==> config.mk <==
export PLATFORM = sky130hd
export DESIGN_NAME = mmc_lane
export DESIGN_NICKNAME = d
export VERILOG_FILES = /design/src/sv/mmc_pkg.sv /design/src/sv/mmc_lane.sv
export SDC_FILE = /design/constraint.sdc
export NUM_CORES = 2
export LEC_CHECK = 0
export ABC_CLOCK_PERIOD_IN_PS = 17500
export BUFFER_PORTS_ARGS = -buffer_cell sky130_fd_sc_hd__buf_2
export CAP_MARGIN = 20
export CELL_PAD_IN_SITES_DETAIL_PLACEMENT = 0
export CELL_PAD_IN_SITES_GLOBAL_PLACEMENT = 2
export CORE_MARGIN = 3
export CORE_UTILIZATION = 35
export CTS_BUF_LIST = sky130_fd_sc_hd__clkbuf_2 sky130_fd_sc_hd__clkbuf_4 sky130_fd_sc_hd__clkbuf_8
export DETAILED_ROUTE_END_ITERATION = 10
export PLACE_DENSITY_LB_ADDON = 0.1
export SLEW_MARGIN = 30
export SYNTH_ARGS = -nofsm -noshare
export SYNTH_HDL_FRONTEND = slang
export SYNTH_SLANG_ARGS = --single-unit
export TNS_END_PERCENT = 50
==> constraint.sdc <==
create_clock -name aclk -period 17.5 [get_ports aclk]
set_input_delay 3.5 -clock aclk [delete_from_list [all_inputs] [get_ports aclk]]
set_output_delay 3.5 -clock aclk [all_outputs]
set_load 0.005 [all_outputs]
==> src/sv/mmc_pkg.sv <==
package mmc_pkg;

    localparam int SAMPLE_BITS     = 16;
    localparam int SCALE_FRAC_BITS = 14;
    localparam int COEF_FRAC_BITS  = 12;
    localparam int INIT_RANGE      = 100;

    localparam int SCALE_BITS = 8 + SCALE_FRAC_BITS;
    localparam int RANGE_BITS = SAMPLE_BITS + 1;
    localparam int SUM_BITS   = RANGE_BITS + 2;
    localparam int NUM_BITS   = SUM_BITS + SCALE_FRAC_BITS;
    localparam int DVS_BITS   = RANGE_BITS + 2;
    localparam int DIFF_BITS  = SAMPLE_BITS + 1;
    localparam int MULB_BITS  = SCALE_BITS + 1;
    localparam int PROD_BITS  = DIFF_BITS + MULB_BITS;
    localparam int ACC_BITS   = PROD_BITS + 2;
    localparam int COEF_BITS  = 16;
    localparam int CNT_BITS   = $clog2(NUM_BITS);

    localparam logic [SCALE_BITS-1:0] SCALE_ONE = SCALE_BITS'(1) << SCALE_FRAC_BITS;
    localparam logic [SCALE_BITS-1:0] SCALE_MAX = {SCALE_BITS{1'b1}};

    localparam logic [2:0] REG_USE_STORED = 3'd0;
    localparam logic [2:0] REG_OFFSET_X   = 3'd1;
    localparam logic [2:0] REG_OFFSET_Y   = 3'd2;
    localparam logic [2:0] REG_OFFSET_Z   = 3'd3;
    localparam logic [2:0] REG_COEF_X     = 3'd4;
    localparam logic [2:0] REG_COEF_Y     = 3'd5;
    localparam logic [2:0] REG_COEF_Z     = 3'd6;

    typedef enum logic [2:0] {
        ST_IDLE,
        ST_UPD,
        ST_LOAD,
        ST_DIV,
        ST_DFIN,
        ST_MUL,
        ST_OUT
    } state_t;

    typedef struct packed {
        logic       upd;
        logic       load;
        logic       div;
        logic       dfin;
        logic       mul;
        logic       stored;
        logic [1:0] step;
    } lane_ctl_t;

endpackage

==> src/sv/mmc_lane.sv <==
module mmc_lane (
    input  logic                                    aclk,
    input  logic                                    aresetn,
    input  mmc_pkg::lane_ctl_t                      ctl,
    input  logic signed [mmc_pkg::SAMPLE_BITS-1:0]  sample,
    input  logic [mmc_pkg::SUM_BITS-1:0]            range_sum,
    input  logic signed [mmc_pkg::DIFF_BITS-1:0]    c_sel,
    input  logic signed [mmc_pkg::COEF_BITS-1:0]    coef_sel,
    output logic [mmc_pkg::RANGE_BITS-1:0]          range,
    output logic                                    changed,
    output logic signed [mmc_pkg::SAMPLE_BITS-1:0]  res,
    output logic                                    clip
);
    localparam int SB = mmc_pkg::SAMPLE_BITS;

    logic signed [SB-1:0] min_reg, max_reg, center_reg;
    logic [mmc_pkg::SCALE_BITS-1:0] scale_reg;
    logic changed_reg;
    logic [mmc_pkg::NUM_BITS-1:0] num_reg, quo_reg;
    logic [mmc_pkg::DVS_BITS:0] rem_reg;
    logic [mmc_pkg::DVS_BITS-1:0] dvs_reg;
    logic signed [mmc_pkg::ACC_BITS-1:0] acc_reg;

    logic signed [SB:0] mid;
    logic [mmc_pkg::DVS_BITS:0] trial;
    logic signed [mmc_pkg::DIFF_BITS-1:0] mul_a;
    logic signed [mmc_pkg::MULB_BITS-1:0] mul_b;
    logic signed [mmc_pkg::PROD_BITS-1:0] prod;
    logic signed [mmc_pkg::ACC_BITS-1:0] biased, shifted;
    logic signed [mmc_pkg::ACC_BITS-1:0] hi_lim, lo_lim;

    assign range   = {max_reg[SB-1], max_reg} - {min_reg[SB-1], min_reg};
    assign changed = changed_reg;

    always_comb begin
        mid   = (SB+1)'(max_reg) + (SB+1)'(min_reg);
        trial = {rem_reg[mmc_pkg::DVS_BITS-1:0], num_reg[mmc_pkg::NUM_BITS-1]};
        if (ctl.stored) begin
            mul_a = c_sel;
            mul_b = mmc_pkg::MULB_BITS'(coef_sel);
        end else begin
            mul_a = mmc_pkg::DIFF_BITS'(sample) - mmc_pkg::DIFF_BITS'(center_reg);
            mul_b = $signed({1'b0, scale_reg});
        end
        prod = mul_a * mul_b;
        // truncate toward zero: bias negatives before the arithmetic shift
        if (ctl.stored) begin
            biased  = acc_reg + (acc_reg[mmc_pkg::ACC_BITS-1] ?
                      mmc_pkg::ACC_BITS'((1 << mmc_pkg::COEF_FRAC_BITS) - 1) : '0);
            shifted = biased >>> mmc_pkg::COEF_FRAC_BITS;
        end else begin
            biased  = acc_reg + (acc_reg[mmc_pkg::ACC_BITS-1] ?
                      mmc_pkg::ACC_BITS'((1 << mmc_pkg::SCALE_FRAC_BITS) - 1) : '0);
            shifted = biased >>> mmc_pkg::SCALE_FRAC_BITS;
        end
        hi_lim = mmc_pkg::ACC_BITS'((1 << (SB-1)) - 1);
        lo_lim = -hi_lim - 1;
        if (shifted > hi_lim) begin
            res  = SB'(hi_lim);
            clip = 1'b1;
        end else if (shifted < lo_lim) begin
            res  = SB'(lo_lim);
            clip = 1'b1;
        end else begin
            res  = SB'(shifted);
            clip = 1'b0;
        end
    end

    always_ff @(posedge aclk) begin
        if (!aresetn) begin
            min_reg     <= -SB'(mmc_pkg::INIT_RANGE);
            max_reg     <= SB'(mmc_pkg::INIT_RANGE);
            center_reg  <= '0;
            scale_reg   <= mmc_pkg::SCALE_ONE;
            changed_reg <= 1'b0;
        end else begin
            if (ctl.upd) begin
                changed_reg <= (sample < min_reg) || (sample > max_reg);
                if (sample < min_reg) min_reg <= sample;
                if (sample > max_reg) max_reg <= sample;
            end
            if (ctl.load) begin
                center_reg <= SB'((mid + (SB+1)'(mid[SB])) >>> 1);
            end
            if (ctl.dfin) begin
                scale_reg <= (quo_reg > mmc_pkg::NUM_BITS'(mmc_pkg::SCALE_MAX)) ?
                             mmc_pkg::SCALE_MAX : quo_reg[mmc_pkg::SCALE_BITS-1:0];
            end
        end
    end

    always_ff @(posedge aclk) begin
        if (ctl.load) begin
            num_reg <= {range_sum, {mmc_pkg::SCALE_FRAC_BITS{1'b0}}};
            rem_reg <= '0;
            quo_reg <= '0;
            dvs_reg <= mmc_pkg::DVS_BITS'({range, 1'b0}) + mmc_pkg::DVS_BITS'(range);
        end else if (ctl.div) begin
            num_reg <= num_reg << 1;
            if (trial >= {1'b0, dvs_reg}) begin
                rem_reg <= trial - {1'b0, dvs_reg};
                quo_reg <= {quo_reg[mmc_pkg::NUM_BITS-2:0], 1'b1};
            end else begin
                rem_reg <= trial;
                quo_reg <= {quo_reg[mmc_pkg::NUM_BITS-2:0], 1'b0};
            end
        end
        if (ctl.mul) begin
            if (ctl.step == 2'd0) acc_reg <= mmc_pkg::ACC_BITS'(prod);
            else                  acc_reg <= acc_reg + mmc_pkg::ACC_BITS'(prod);
        end
    end

endmodule
==> results.yml <==
detailed_routing:
  drc: 0
  num_vias: 25200
  first_pass_iters: 6
  vias_per_cell: 5.18
  drtIter0Drc: 1431
  final_antenna_net_count: 0
  drt-total-wl_mm: 102
  routedWlPerCell_um: 20.9
logic_synthesis:
  async_reset_ff_share_pct: 0
  ys_seq_area_share_pct: 15.7
  synth_nets: 4356
  netlist_instances: 3616
  avgSynthCellArea_um2: 8.56
  synth-main-ff-cell: "dfxtp_1"
  synth_top_cell_by_area: "fa_1"
  yosysWarnings: 0
  synth.distinct_cells: 93
  synth_seq_cells: 203
  synthTopCellsByArea: "fa_1 (25%), ha_1 (11%), dfxtp_1 (8.0%), edfxtp_1 (7.8%), inv_1 (7.0%)"
  synth_top_area_share_pct: 25.3
  netlist_area_um2: 31000
  synth-edff-count: 80
setup_path:
  reg2reg_from: "center_reg[1]$_SDFFE_PN0P_"
  required_ns: 17.87
  cp-end-kind: "register"
  r2r-end: "acc_reg[41]$_DFFE_PP_"
  cp_max_fo: 23
  critPathLaunchType: "input port"
  r2r_setup_slack_ns: 6.48
  cp_slowest_cell: "a211oi_1"
  max_stage_delay_ns: 0.55
  path_class: "in -> reg"
  reg2reg_depth: 40
  path_common_cell: "fa_1"
  cp.arrival_ns: 13.99
grt:
  overflow: 0
  antenna_found_initial: 5
  grt_usage_pct: 22.3
  grt_pass1_vias: 26000
  grt_pass1_wl_mm: 158
  grt_max_degree: 66
timing:
  setup_viol: 0
  fin_crit_sh_pct: 77.9
  timing.slew.headroom_pct: 30.7
  period_needed_ns: 13.63
  fin_ws_ns: 3.87
  maxSlewViolCount: 0
  finalHoldViolations: 0
  tns_ns: 0
  fmax_mhz: 73.4
  tightest_slew_ns: 1.04
  clock_skew_ns: 0.0599
  rsz0062_at_grt: "no"
clocking:
  htree_levels: 2
  ctsResizeCount: 0
  numCtsBuffers: 46
  clock-sinks: 203
  cts_tree: "done"
  clock_latency_ns: 0.67
  cts_hold_buf: 0
  post_cts_buffers: 0
  clk_pin_slew_ns: 0.06
  clock_path_buffers: 3
  clock-root-buffer: "clkbuf_8"
floorplan:
  initial_utilization_pct: 35.5
  die_h_um: 303
  row_count: 108
  core_um2: 87300
  pin_count: 113
  dieArea_um2: 92100
  die-width_um: 303
worst_hold_path:
  hold_end: "center_reg[9]$_SDFFE_PN0P_"
  min_path_cells: 2
  hp-class: "reg -> reg"
  hp-start: "center_reg[9]$_SDFFE_PN0P_"
layout:
  syn2layout_area_growth_pct: 8.99
  nNetsFinal: 4407
  drive_gt1_share_pct: 9.21
  largest_register_ff_count: 42
  layout_commonest_cell: "inv_1"
  postLayoutCellArea_um2: 33800
  final_cell_mix: "inv_1 (579), nand2_1 (409), fa_1 (392)"
place:
  placed_cell_area_um2: 32700
  preCtsSetupSlack_ns: 3.23
  globalplace.congestion: 0.891
  dpl.hpwl_mm: 81.3
  io_buffers: 112
run:
  drv_cap: 0
run_status:
  status: "finished, final reports clean"
## worst max-delay path by stage
stage,from,endpoint,slack [ns],cells after the start
2_1_floorplan,sample[0],acc_reg[41]$_DFFE_PP_,4.39,44
3_3_place_gp,sample[0],acc_reg[41]$_DFFE_PP_,3.28,43
3_5_place_dp,sample[0],acc_reg[41]$_DFFE_PP_,3.23,43
4_1_cts,sample[0],acc_reg[41]$_DFFE_PP_,3.93,43
5_1_grt,sample[0],acc_reg[41]$_DFFE_PP_,3.10,42
6_report,sample[0],acc_reg[41]$_DFFE_PP_,3.87,42
## worst max-delay path: cells and delay by family
family | cells | cell delay (ns)
XOR/XNOR | 1 | 0.08
AND/OR/NAND/NOR | 9 | 1.82
adder cells (fa/ha/maj) | 10 | 4.55
buffers and inverters | 6 | 0.66
AO/OA/AOI/OAI | 15 | 3.10
multiplexers | 1 | 0.24
## final cells by class
class	instances	area, um2
timing repair buffer	143	801
antenna	4	10.0
clock inverter	18	209
clock buffer	64	812
multi-input combinational	2692	23400
fill	9041	53500
inverter	581	2180
sequential	203	4860
tap	1155	1450
## kinds of logic (layout without fill, tap and decap cells)
family	after synthesis	count (layout)	synth area share (%)
compound gates	650	650	14.3
xor+xnor	183	183	5.20
fa+ha+maj	662	662	36.3
buf+inv	721	806	8.88
flops	203	203	15.7
mux	117	117	3.88
other cells	0	4	0
simple gates	1080	1080	15.8
## cells in the mapped netlist (all sizes together) (7+ instances only)
cell	instances
nand3	62
dfxtp	123
a21o	74
ha	270
nand2b	32
o21ai	127
o211ai	13
mux2	25
nand4	23
clkbuf	116
and3	27
mux2i	92
inv	580
o31a	10
edfxtp	80
a31oi	13
nand3b	9
or2	18
fa	392
xnor2	131
nor4	12
nor2b	34
and2	24
a21oi	174
o221a	23
o21bai	18
nor3	40
o22ai	7
xor2	52
a211oi	41
or3	22
nor2	340
a21boi	9
o21a	35
buf	24
o31ai	31
nand2	410
## layer usage
layer  vias up  wire, um  track usage, %
met5         -         0               0
met4         0      2160            4.64
met1     12500     50700            33.5
li1      12000         -               -
met2       599     42900            33.4
met3        93      6120            4.14
## per-stage QoR
| stage | hold WS, ns | util, % | instances |
|---|---|---|---|
| final | 0.475 | 38.7 | 4860 |
| after global routing | 0.509 | 38.7 | 4859 |
| after CTS | 0.476 | 38.6 | 4856 |
| after detailed placement | 0.468 | 37.5 | 4774 |
| after global placement | 0.462 | 37.5 | 4773 |
| after floorplan | 0.441 | - | 3616 |
Power is left out: the tool's default activity adds up to more than one toggle a clock period on the data nets, which glitch-free logic cannot reach.
